## src/rtl/es2utc_pkg.sv

```systemverilog
package es2utc_pkg;

    // Width of the signed seconds count that the block takes in.
    localparam int EPOCH_SECONDS_BITS = 40;

    localparam int SEC_DAY_SHIFT = 7;
    localparam int DAY_ODD       = 675;
    localparam int SECS_PER_DAY  = DAY_ODD << SEC_DAY_SHIFT;
    localparam int DAYS_SHIFT    = 719468;
    localparam int DAYS_PER_ERA  = 146097;
    localparam int ERA_LAST_DOE  = 146096;
    localparam int SECS_PER_HOUR = 3600;
    localparam int SECS_PER_MIN  = 60;
    localparam int YEARS_PER_ERA = 400;
    localparam int YEAR_BASE     = 1900;
    localparam int DAYS_PER_YEAR = 365;
    localparam int DAYS_4_YEARS  = 1460;
    localparam int DAYS_100_YEARS = 36524;
    localparam int DAYS_PER_WEEK = 7;
    localparam int WEEKDAY_SKEW  = 3;
    localparam int DOY_JAN1      = 306;
    localparam int DAYS_BEFORE_MAR = 59;
    localparam int MP_JAN        = 10;

    // Pipeline depth.
    localparam int NS = 15;
    localparam logic [NS-1:0] VLD_ONE = 1;

    // Seconds are biased to a non-negative value that is a whole number of days.
    localparam int UW     = EPOCH_SECONDS_BITS + 1;
    localparam int QW     = UW - SEC_DAY_SHIFT;
    localparam int DAY_LO = QW / 2;
    localparam int DAY_HI = QW - DAY_LO;
    localparam int DW     = QW - 9;

    localparam longint SEC_BIAS_DAYS =
        ((longint'(1) <<< (EPOCH_SECONDS_BITS - 1)) + SECS_PER_DAY - 1) / SECS_PER_DAY;
    localparam longint SEC_BIAS = SEC_BIAS_DAYS * SECS_PER_DAY;
    localparam longint ERA_BIAS = (SEC_BIAS_DAYS + DAYS_PER_ERA - 1) / DAYS_PER_ERA;
    localparam longint Z_BIAS   = DAYS_SHIFT + ERA_BIAS * DAYS_PER_ERA - SEC_BIAS_DAYS;
    localparam longint YEAR_OFFSET = ERA_BIAS * YEARS_PER_ERA + YEAR_BASE;
    localparam longint DAYS_MAX =
        ((longint'(1) <<< EPOCH_SECONDS_BITS) + SECS_PER_DAY) / SECS_PER_DAY;

    localparam int ZW = $clog2(DAYS_MAX + Z_BIAS + WEEKDAY_SKEW + 1);
    localparam int EW = ZW - 17;

    // Reciprocals. The day split uses an estimate that is corrected once; the
    // others are exact for their whole input range.
    localparam longint M_DAY  = (longint'(1) <<< QW) / DAY_ODD;
    localparam int     S_ERA  = ZW + 18;
    localparam longint M_ERA  = ((longint'(1) <<< S_ERA) + DAYS_PER_ERA - 1) / DAYS_PER_ERA;
    localparam int     S_WK   = ZW + 3;
    localparam longint M_WK   = ((longint'(1) <<< S_WK) + DAYS_PER_WEEK - 1) / DAYS_PER_WEEK;
    localparam int     S_HOUR = 29;
    localparam longint M_HOUR = ((longint'(1) <<< S_HOUR) + SECS_PER_HOUR - 1) / SECS_PER_HOUR;
    localparam int     S_MIN  = 18;
    localparam longint M_MIN  = ((longint'(1) <<< S_MIN) + SECS_PER_MIN - 1) / SECS_PER_MIN;
    localparam int     S_C4   = 29;
    localparam longint M_C4   = ((longint'(1) <<< S_C4) + DAYS_4_YEARS - 1) / DAYS_4_YEARS;
    localparam int     S_C100 = 34;
    localparam longint M_C100 =
        ((longint'(1) <<< S_C100) + DAYS_100_YEARS - 1) / DAYS_100_YEARS;
    localparam int     S_YOE  = 27;
    localparam longint M_YOE  = ((longint'(1) <<< S_YOE) + DAYS_PER_YEAR - 1) / DAYS_PER_YEAR;
    localparam int     S_Y100 = 16;
    localparam longint M_Y100 = ((longint'(1) <<< S_Y100) + 100 - 1) / 100;
    localparam int     S_MP   = 19;
    localparam longint M_MP   = ((longint'(1) <<< S_MP) + 153 - 1) / 153;

    typedef logic [UW-1:0]          t_u;
    typedef logic [DAY_LO+DW-1:0]   t_pp_lo;
    typedef logic [DAY_HI+DW-1:0]   t_pp_hi;
    typedef logic [QW+DW-1:0]       t_day_sum;
    typedef logic [DW-1:0]          t_days;
    typedef logic [ZW-1:0]          t_z;
    typedef logic [2*ZW:0]          t_zprod;
    typedef logic [EW-1:0]          t_era;
    typedef logic [ZW-3:0]          t_wq;

    typedef struct packed {
        logic [4:0]  hour;
        logic [5:0]  minute;
        logic [5:0]  second;
        logic [2:0]  wday;
        logic [15:0] ybase;
    } t_carry;

    // First day of each month counted from March 1.
    function automatic logic [8:0] month_start(input logic [3:0] mp);
        logic [8:0] s;
        unique case (mp)
            4'd0:    s = 9'd0;
            4'd1:    s = 9'd31;
            4'd2:    s = 9'd61;
            4'd3:    s = 9'd92;
            4'd4:    s = 9'd122;
            4'd5:    s = 9'd153;
            4'd6:    s = 9'd184;
            4'd7:    s = 9'd214;
            4'd8:    s = 9'd245;
            4'd9:    s = 9'd275;
            4'd10:   s = 9'd306;
            4'd11:   s = 9'd337;
            default: s = 9'd0;
        endcase
        return s;
    endfunction

endpackage

```

## src/rtl/epoch_seconds_to_utc_calendar_top.sv

```systemverilog
// Throughput: one beat per cycle through a 15-stage pipeline, while the output is not stalled.
// A stalled result holds the last stage; empty stages upstream keep filling,
// so the input is only stalled when every stage holds a beat.
// Reset is synchronous and active low; it clears the stage valid bits only.
module epoch_seconds_to_utc_calendar_top (
    input  logic                                             i_clk,
    input  logic                                             i_rst_n,
    input  logic                                             i_valid,
    output logic                                             o_stall,
    input  logic signed [es2utc_pkg::EPOCH_SECONDS_BITS-1:0] i_epoch_seconds,
    output logic                                             o_valid,
    input  logic                                             i_stall,
    output logic signed [15:0]                               o_year_since_1900,
    output logic        [3:0]                                o_month_index,
    output logic        [4:0]                                o_day_of_month,
    output logic        [4:0]                                o_hour_of_day,
    output logic        [5:0]                                o_minute_of_hour,
    output logic        [5:0]                                o_second_of_minute,
    output logic        [2:0]                                o_weekday,
    output logic        [8:0]                                o_day_of_year
);

    logic [es2utc_pkg::NS-1:0] r_vld;
    logic [es2utc_pkg::NS-1:0] n_vld;
    logic [es2utc_pkg::NS-1:0] adv;

    es2utc_pkg::t_u       r1_u, n1_u;
    es2utc_pkg::t_pp_lo   r2_plo, n2_plo;
    es2utc_pkg::t_pp_hi   r2_phi, n2_phi;
    es2utc_pkg::t_u       r2_u;
    es2utc_pkg::t_day_sum day_sum;
    es2utc_pkg::t_days    r3_est, n3_est;
    es2utc_pkg::t_u       r3_u;
    es2utc_pkg::t_u       day_rem_full;
    es2utc_pkg::t_days    r4_est;
    logic [17:0]          r4_rem, n4_rem;
    es2utc_pkg::t_days    r5_days, n5_days;
    logic [16:0]          r5_sod, n5_sod;
    es2utc_pkg::t_z       r6_z, n6_z, r6_w, n6_w;
    logic [34:0]          hour_prod;
    logic [4:0]           r6_hour, n6_hour;
    logic [16:0]          r6_sod;
    es2utc_pkg::t_zprod   era_prod, wk_prod;
    es2utc_pkg::t_era     r7_era, n7_era;
    es2utc_pkg::t_wq      r7_wq, n7_wq;
    es2utc_pkg::t_z       r7_z, r7_w;
    logic [4:0]           r7_hour;
    logic [11:0]          r7_remh, n7_remh;
    logic [17:0]          r8_doe, n8_doe;
    logic [2:0]           r8_wday, n8_wday;
    logic [15:0]          r8_ybase, n8_ybase;
    logic [24:0]          min_prod;
    logic [5:0]           r8_min, n8_min;
    logic [4:0]           r8_hour;
    logic [11:0]          r8_remh;
    logic [36:0]          c4_prod, c100_prod;
    logic [17:0]          r9_doe;
    logic [6:0]           r9_q4, n9_q4;
    logic [2:0]           r9_q100, n9_q100;
    logic                 r9_qe, n9_qe;
    es2utc_pkg::t_carry   r9_cry, n9_cry;
    logic [17:0]          r10_a, n10_a;
    logic [17:0]          r10_doe;
    es2utc_pkg::t_carry   r10_cry;
    logic [36:0]          yoe_prod;
    logic [8:0]           r11_yoe, n11_yoe;
    logic [17:0]          r11_doe;
    es2utc_pkg::t_carry   r11_cry;
    logic [18:0]          y100_prod;
    logic [17:0]          r12_p, n12_p;
    logic [1:0]           r12_c100, n12_c100;
    logic                 r12_leap, n12_leap;
    logic [8:0]           r12_yoe;
    logic [17:0]          r12_doe;
    es2utc_pkg::t_carry   r12_cry;
    logic [8:0]           r13_doy, n13_doy;
    logic [8:0]           r13_yoe;
    logic                 r13_leap;
    es2utc_pkg::t_carry   r13_cry;
    logic [10:0]          mp_num;
    logic [22:0]          mp_prod;
    logic [3:0]           r14_mp, n14_mp;
    logic [8:0]           r14_yday, n14_yday;
    logic [8:0]           r14_doy;
    logic [8:0]           r14_yoe;
    es2utc_pkg::t_carry   r14_cry;
    logic [15:0]          r15_year, n15_year;
    logic [3:0]           r15_month, n15_month;
    logic [4:0]           r15_mday, n15_mday;
    logic [8:0]           r15_yday;
    es2utc_pkg::t_carry   r15_cry;

    // A stage moves when it is empty or when every stage after it moves.
    always_comb begin
        for (int j = 0; j < es2utc_pkg::NS; j++) begin
            adv[j] = !i_stall ||
                ((r_vld | ((es2utc_pkg::VLD_ONE << j) - es2utc_pkg::VLD_ONE))
                 != {es2utc_pkg::NS{1'b1}});
        end
        n_vld = {r_vld[es2utc_pkg::NS-2:0], i_valid};
    end

    assign o_stall = !adv[0];
    assign o_valid = r_vld[es2utc_pkg::NS-1];

    always_ff @(posedge i_clk) begin
        if (!i_rst_n) begin
            r_vld <= '0;
        end else begin
            for (int j = 0; j < es2utc_pkg::NS; j++) begin
                if (adv[j]) begin
                    r_vld[j] <= n_vld[j];
                end
            end
        end
    end

    always_comb begin
        // Seconds split into days and second of day.
        n1_u = {{(es2utc_pkg::UW - es2utc_pkg::EPOCH_SECONDS_BITS)
                 {i_epoch_seconds[es2utc_pkg::EPOCH_SECONDS_BITS-1]}}, i_epoch_seconds}
               + es2utc_pkg::t_u'(es2utc_pkg::SEC_BIAS);

        n2_plo = es2utc_pkg::t_pp_lo'(r1_u[es2utc_pkg::SEC_DAY_SHIFT +: es2utc_pkg::DAY_LO])
                 * es2utc_pkg::t_pp_lo'(es2utc_pkg::M_DAY);
        n2_phi = es2utc_pkg::t_pp_hi'(r1_u[es2utc_pkg::SEC_DAY_SHIFT + es2utc_pkg::DAY_LO
                                           +: es2utc_pkg::DAY_HI])
                 * es2utc_pkg::t_pp_hi'(es2utc_pkg::M_DAY);

        day_sum = (es2utc_pkg::t_day_sum'(r2_phi) << es2utc_pkg::DAY_LO)
                  + es2utc_pkg::t_day_sum'(r2_plo);
        n3_est  = day_sum[es2utc_pkg::QW +: es2utc_pkg::DW];

        // The estimate is the day count or one below it.
        day_rem_full = r3_u - es2utc_pkg::t_u'(r3_est)
                       * es2utc_pkg::t_u'(es2utc_pkg::SECS_PER_DAY);
        n4_rem = 18'(day_rem_full);

        if (r4_rem >= 18'(es2utc_pkg::SECS_PER_DAY)) begin
            n5_days = r4_est + es2utc_pkg::t_days'(1);
            n5_sod  = 17'(r4_rem - 18'(es2utc_pkg::SECS_PER_DAY));
        end else begin
            n5_days = r4_est;
            n5_sod  = 17'(r4_rem);
        end

        // Day number shifted to March-based eras, biased to stay non-negative.
        n6_z = es2utc_pkg::t_z'(r5_days) + es2utc_pkg::t_z'(es2utc_pkg::Z_BIAS);
        n6_w = es2utc_pkg::t_z'(r5_days)
               + es2utc_pkg::t_z'(es2utc_pkg::Z_BIAS + es2utc_pkg::WEEKDAY_SKEW);
        hour_prod = 35'(r5_sod) * 35'(es2utc_pkg::M_HOUR);
        n6_hour   = hour_prod[es2utc_pkg::S_HOUR +: 5];

        era_prod = es2utc_pkg::t_zprod'(r6_z) * es2utc_pkg::t_zprod'(es2utc_pkg::M_ERA);
        n7_era   = era_prod[es2utc_pkg::S_ERA +: es2utc_pkg::EW];
        wk_prod  = es2utc_pkg::t_zprod'(r6_w) * es2utc_pkg::t_zprod'(es2utc_pkg::M_WK);
        n7_wq    = wk_prod[es2utc_pkg::S_WK +: (es2utc_pkg::ZW - 2)];
        n7_remh  = 12'(r6_sod - 17'(r6_hour) * 17'(es2utc_pkg::SECS_PER_HOUR));

        n8_doe   = 18'(r7_z - es2utc_pkg::t_z'(r7_era)
                           * es2utc_pkg::t_z'(es2utc_pkg::DAYS_PER_ERA));
        n8_wday  = 3'(r7_w - es2utc_pkg::t_z'(r7_wq)
                           * es2utc_pkg::t_z'(es2utc_pkg::DAYS_PER_WEEK));
        // Year arithmetic is kept modulo 2^16, matching the output field.
        n8_ybase = 16'(r7_era) * 16'(es2utc_pkg::YEARS_PER_ERA)
                   - 16'(es2utc_pkg::YEAR_OFFSET);
        min_prod = 25'(r7_remh) * 25'(es2utc_pkg::M_MIN);
        n8_min   = min_prod[es2utc_pkg::S_MIN +: 6];

        c4_prod   = 37'(r8_doe) * 37'(es2utc_pkg::M_C4);
        n9_q4     = c4_prod[es2utc_pkg::S_C4 +: 7];
        c100_prod = 37'(r8_doe) * 37'(es2utc_pkg::M_C100);
        n9_q100   = c100_prod[es2utc_pkg::S_C100 +: 3];
        n9_qe     = (r8_doe == 18'(es2utc_pkg::ERA_LAST_DOE));
        n9_cry.hour   = r8_hour;
        n9_cry.minute = r8_min;
        n9_cry.second = 6'(r8_remh - 12'(r8_min) * 12'(es2utc_pkg::SECS_PER_MIN));
        n9_cry.wday   = r8_wday;
        n9_cry.ybase  = r8_ybase;

        n10_a = r9_doe - 18'(r9_q4) + 18'(r9_q100) - 18'(r9_qe);

        yoe_prod = 37'(r10_a) * 37'(es2utc_pkg::M_YOE);
        n11_yoe  = yoe_prod[es2utc_pkg::S_YOE +: 9];

        n12_p     = 18'(r11_yoe) * 18'(es2utc_pkg::DAYS_PER_YEAR);
        y100_prod = 19'(r11_yoe) * 19'(es2utc_pkg::M_Y100);
        n12_c100  = y100_prod[es2utc_pkg::S_Y100 +: 2];
        // Year of era zero is a 400th year and therefore leap.
        n12_leap  = (r11_yoe[1:0] == 2'd0) && (r11_yoe != 9'd100)
                    && (r11_yoe != 9'd200) && (r11_yoe != 9'd300);

        n13_doy = 9'(r12_doe - (r12_p + 18'(r12_yoe >> 2) - 18'(r12_c100)));

        mp_num  = (11'(r13_doy) << 2) + 11'(r13_doy) + 11'd2;
        mp_prod = 23'(mp_num) * 23'(es2utc_pkg::M_MP);
        n14_mp  = mp_prod[es2utc_pkg::S_MP +: 4];
        if (r13_doy >= 9'(es2utc_pkg::DOY_JAN1)) begin
            n14_yday = r13_doy - 9'(es2utc_pkg::DOY_JAN1);
        end else begin
            n14_yday = r13_doy + 9'(es2utc_pkg::DAYS_BEFORE_MAR) + 9'(r13_leap);
        end

        n15_mday = 5'(r14_doy - es2utc_pkg::month_start(r14_mp) + 9'd1);
        if (r14_mp < 4'(es2utc_pkg::MP_JAN)) begin
            n15_month = r14_mp + 4'd2;
        end else begin
            n15_month = r14_mp - 4'(es2utc_pkg::MP_JAN);
        end
        n15_year = r14_cry.ybase + 16'(r14_yoe)
                   + 16'(r14_mp >= 4'(es2utc_pkg::MP_JAN));
    end

    always_ff @(posedge i_clk) begin
        if (adv[0]) begin
            r1_u <= n1_u;
        end
        if (adv[1]) begin
            r2_plo <= n2_plo;
            r2_phi <= n2_phi;
            r2_u   <= r1_u;
        end
        if (adv[2]) begin
            r3_est <= n3_est;
            r3_u   <= r2_u;
        end
        if (adv[3]) begin
            r4_est <= r3_est;
            r4_rem <= n4_rem;
        end
        if (adv[4]) begin
            r5_days <= n5_days;
            r5_sod  <= n5_sod;
        end
        if (adv[5]) begin
            r6_z    <= n6_z;
            r6_w    <= n6_w;
            r6_hour <= n6_hour;
            r6_sod  <= r5_sod;
        end
        if (adv[6]) begin
            r7_era  <= n7_era;
            r7_wq   <= n7_wq;
            r7_z    <= r6_z;
            r7_w    <= r6_w;
            r7_hour <= r6_hour;
            r7_remh <= n7_remh;
        end
        if (adv[7]) begin
            r8_doe   <= n8_doe;
            r8_wday  <= n8_wday;
            r8_ybase <= n8_ybase;
            r8_min   <= n8_min;
            r8_hour  <= r7_hour;
            r8_remh  <= r7_remh;
        end
        if (adv[8]) begin
            r9_doe  <= r8_doe;
            r9_q4   <= n9_q4;
            r9_q100 <= n9_q100;
            r9_qe   <= n9_qe;
            r9_cry  <= n9_cry;
        end
        if (adv[9]) begin
            r10_a   <= n10_a;
            r10_doe <= r9_doe;
            r10_cry <= r9_cry;
        end
        if (adv[10]) begin
            r11_yoe <= n11_yoe;
            r11_doe <= r10_doe;
            r11_cry <= r10_cry;
        end
        if (adv[11]) begin
            r12_p    <= n12_p;
            r12_c100 <= n12_c100;
            r12_leap <= n12_leap;
            r12_yoe  <= r11_yoe;
            r12_doe  <= r11_doe;
            r12_cry  <= r11_cry;
        end
        if (adv[12]) begin
            r13_doy  <= n13_doy;
            r13_yoe  <= r12_yoe;
            r13_leap <= r12_leap;
            r13_cry  <= r12_cry;
        end
        if (adv[13]) begin
            r14_mp   <= n14_mp;
            r14_yday <= n14_yday;
            r14_doy  <= r13_doy;
            r14_yoe  <= r13_yoe;
            r14_cry  <= r13_cry;
        end
        if (adv[14]) begin
            r15_year  <= n15_year;
            r15_month <= n15_month;
            r15_mday  <= n15_mday;
            r15_yday  <= r14_yday;
            r15_cry   <= r14_cry;
        end
    end

    assign o_year_since_1900  = $signed(r15_year);
    assign o_month_index      = r15_month;
    assign o_day_of_month     = r15_mday;
    assign o_hour_of_day      = r15_cry.hour;
    assign o_minute_of_hour   = r15_cry.minute;
    assign o_second_of_minute = r15_cry.second;
    assign o_weekday          = r15_cry.wday;
    assign o_day_of_year      = r15_yday;

endmodule

```

## config.mk

```make
export PLATFORM = sky130hd
export DESIGN_NAME = epoch_seconds_to_utc_calendar_top
export DESIGN_NICKNAME = d
export VERILOG_FILES = /design/src/rtl/es2utc_pkg.sv /design/src/rtl/epoch_seconds_to_utc_calendar_top.sv
export SDC_FILE = /design/constraint.sdc
export NUM_CORES = 2
export LEC_CHECK = 0
export BUFFER_PORTS_ARGS = -buffer_cell sky130_fd_sc_hd__buf_2
export CORE_ASPECT_RATIO = 1.5
export CORE_MARGIN = 8
export CORE_UTILIZATION = 50
export CTS_CLUSTER_DIAMETER = 40
export DETAILED_ROUTE_END_ITERATION = 7
export GPL_ROUTABILITY_DRIVEN = 1
export PLACE_DENSITY = 0.66
export SYNTH_ARGS = -nofsm -noshare
export SYNTH_HDL_FRONTEND = slang
export SYNTH_SLANG_ARGS = --single-unit
```

## constraint.sdc

```tcl
create_clock -name i_clk -period 11.35 [get_ports i_clk]
set_input_delay 2.8375 -clock i_clk [delete_from_list [all_inputs] [get_ports i_clk]]
set_output_delay 2.8375 -clock i_clk [all_outputs]
set_load 0.01 [all_outputs]
```

==> impl_metrics.csv <==
group,metric,value,unit
critical_path,cpLargestDelayFamily,"simple AND/OR/NAND/NOR gates",
clock_network,clock_path_buffers,3,
critical_path,crit_buf_inv,5,
min_path,hp-start,"r14_cry[16]",
global_route,grt-ovfl-total,0,
global_route,grt_pass1_vias,54760,
critical_path,r2r_slack,3.36,ns
final_layout,num-fill-cells,14160,
routing,wire_per_inst,17.83,um
placed_design,gp_congestion,0.9132,
clock_network,ctsResizeCount,0,
synthesis,yosysWarningCount,0,
clock_network,insertion_delay,0.73,ns
synthesis,synth_xor_area_frac,0.04288,
floorplan,core,0.1658,sq mm
routing,route.detailed.drc,0,
global_route,grtUsageTotal,0.1938,
final_layout,drive_gt1_frac,0.04626,
global_route,grt_busiest_layer,"met2",
placed_design,place_area,0.08670,sq mm
floorplan,die_y,516.0,um
synthesis,synth_async_sr_flop_share,0,
timing,period_share,0.8116,
clock_network,cts_tree,"built",
synthesis,seq_area_frac_synth,0.2949,
timing,post-route-min-period,9.211,ns
routing,ant_nets,0,
synthesis,synth_compound_area_frac,0.04671,
timing,tightest_slew,1.118,ns
synthesis,synth_mux_area_frac,0.001351,
timing,setup-tns-final,0,ns
min_path,holdPathStages,0,
critical_path,crit_path_start_kind,"input pin",
critical_path,crit_top_cell,"and2_1",
synthesis,ys_types,74,
critical_path,crit_required,8.51,ns
clock_network,clkSinkCount,825,
timing,finClkSkew,0.03780,ns
timing,setup_viol,0,
final_layout,regArea,0.02457,sq mm
timing,fmaxAchievable,108.6,MHz
global_route,grt_use_met1,0.1958,
synthesis,synthTopCellsByArea,"edfxtp_1 (29%), ha_1 (25%), fa_1 (24%)",
routing,via_per_inst,5.108,
global_route,gr-usage-met3,0.01995,
final_layout,area_delta_synth_final,8.640,%
timing,fin_ws,2.139,ns
clock_network,cts_hold_repair.buffers,0,
routing,dr.pass1.iters,5,
synthesis,syn_area,0.08333,sq mm
final_layout,final_net_count,9912,
timing,maxSlewHeadroom,0.2549,
placed_design,pre_cts_ws,2.092,ns
timing,slew_viol_final,0,
job,maxCapViolations,0,
floorplan,initial_core_util,0.5026,
final_layout,mostFrequentLayoutCells,"inv_1 (1735), ha_1 (1694), fa_1 (1007)",
critical_path,cp.arrival,6.37,ns
clock_network,clkTransAtPathRegs,0.05,ns
status,status,"finished clean",
floorplan,dieArea,0.1802,sq mm
final_layout,final_common_cell,"inv_1",
synthesis,synth_edf_count,805,
synthesis,synth.avg_cell_area,11.98,sq um
synthesis,synth_seq_cells,825,
synthesis,synth_fa_ha_area_frac,0.4963,
synthesis,synth_top_family_by_area,"adder cells",
critical_path,cp_cell_sequence,"buf_2, nand2_2, nor2_1, and2_1, inv_2, buf_4, nor2_1, and2_1, and3_1, and2_1, nand2_2, inv_1, buf_2",
global_route,antenna_found_initial,1,
min_path,min_path_type,"reg -> reg",
clock_network,cts_buffers,109,
clock_network,cts_root_buffer,"clkbuf_16",
critical_path,cpPeakStageDelay,0.61,ns
routing,vias,48450,
clock_network,post-cts-setup-buffers,0,
min_path,min_to,"o_weekday[0]",
synthesis,yosys.area.top_type,"edfxtp_1",
critical_path,rr_worst_depth,24,
clock_network,h-tree-depth,3,
synthesis,synth_top_area_share,0.2901,
critical_path,crit_type,"in -> out",
synthesis,syn-num-nets,9703,
final_layout,design_area,0.09053,sq mm
global_route,grt_max_degree,83,
critical_path,crit_fanout,60,
critical_path,r2r_end,"r7_era[6]",
floorplan,die_x,349.3,um
critical_path,r2r-start,"r6_z[3]",
placed_design,port_buffers,99,
global_route,grt_util_met2,0.3924,
synthesis,synth_flop_cell,"edfxtp_1",
placed_design,post-dp-hpwl,144.9,mm
global_route,grt_pass1_wl,277.3,mm
timing,rsz0062_at_grt,"false",
critical_path,cp_slowest_cell,"nand2_2",
synthesis,synth_simple_gate_area_frac,0.03841,
final_layout,multi_input_area,0.05216,sq mm
floorplan,pin_count,100,
critical_path,end_kind,"primary output",
routing,drtIter0Drc,1559,
synthesis,syn_inst,6958,
floorplan,placementRows,183,
routing,drt_wl_total,169.1,mm
timing,hold_viol_final,0,
-- logic make-up (layout without fill, tap and decap cells) --
| kind of cell | after synthesis | count (layout) |
|---|---|---|
| other | 0 | 1 |
| AND/OR/NAND/NOR | 644 | 644 |
| multiplexers | 11 | 11 |
| buffers and inverters | 1763 | 2068 |
| adder cells (fa/ha/maj) | 2701 | 2701 |
| XOR/XNOR | 408 | 408 |
| flip-flops | 825 | 825 |
| AO/OA/AOI/OAI | 606 | 606 |
-- flip-flops by register name, indices dropped and copies added (netlist names), 32 cells and up, named ones only --
signal,flops
r10_cry,32
r11_cry,32
r12_cry,32
r13_cry,32
r14_cry,32
r1_u,41
r2_phi,40
r9_cry,32
-- layer usage --
| layer | vias to the layer above | part of all wire | wire length, um |
|---|---|---|---|
| met5 | - | 0 | 0 |
| met4 | 0 | 0.048 | 8101 |
| met3 | 383 | 0.025 | 4193 |
| met2 | 687 | 0.57 | 96310 |
| met1 | 24100 | 0.36 | 60460 |
| li1 | 23280 | - | - |
-- cells in the mapped netlist, drive strengths merged (8+ instances only) --
master  instances
inv          1742
a21boi         11
nand2         143
nor2          156
fa           1007
nand4          34
clkbuf         19
and3           39
mux2i           9
o21a           38
xnor2         302
a21o          109
or2            13
nand2b         31
dfxtp          20
a211oi         18
a31oi          22
nand3          79
and2           13
o211ai         10
a21oi         191
o21bai         23
xor2          106
o21ai         111
ha           1694
nor4           10
and4           11
nor2b          45
nor3           41
edfxtp        805
or3             8
-- how the worst max path moves through the flow --
stage | startpoint | end | slack [ns] | cells after the start
floorplan | i_stall | o_stall | 0.87 | 10
global placement | i_stall | o_stall | 2.11 | 13
detailed placement | i_stall | o_stall | 2.09 | 13
CTS | i_stall | o_stall | 2.09 | 13
global route | i_stall | o_stall | 1.83 | 13
finish | i_stall | o_stall | 2.14 | 13
-- through the flow --
step,util,hold slack (ns),cells
finish,0.5461,0.3977,9484
global route,0.5461,0.3876,9484
CTS,0.5461,0.3848,9483
detailed placement,0.5230,0.4045,9276
global placement,0.5230,0.4009,9276
floorplan,-,0.4003,6958
-- cell type report --
class | count | share of cell area
sequential | 825 | 0.2715
inverter | 1742 | 0.07224
clock inverter | 80 | 0.01103
multi-input combinational | 4370 | 0.5762
timing repair buffer | 119 | 0.007132
tap | 2220 | 0.03068
clock buffer | 127 | 0.03122
antenna | 1 | 0.00002764
-- worst reg2reg max path, stage by stage, from the launching register on --
cell and delay, ns:
edfxtp_1 0.62, inv_1 0.21, fa_1 0.56, inv_1 0.05, fa_1 0.48, inv_1 0.05, fa_1 0.48, fa_1 0.50
inv_1 0.05, fa_1 0.50, inv_1 0.06, fa_1 0.35, inv_1 0.08, fa_1 0.43, ha_1 0.31, a21oi_1 0.15
nor2b_1 0.05, a2111oi_0 0.60, a21boi_0 0.21, a311oi_1 0.64, a31oi_1 0.33, a2111oi_1 0.56, o41ai_1 0.20, a21oi_1 0.20
xnor2_1 0.08
Power is not shown: default switching activity piles up to over one toggle a cycle in this logic, so the estimate is an artifact.
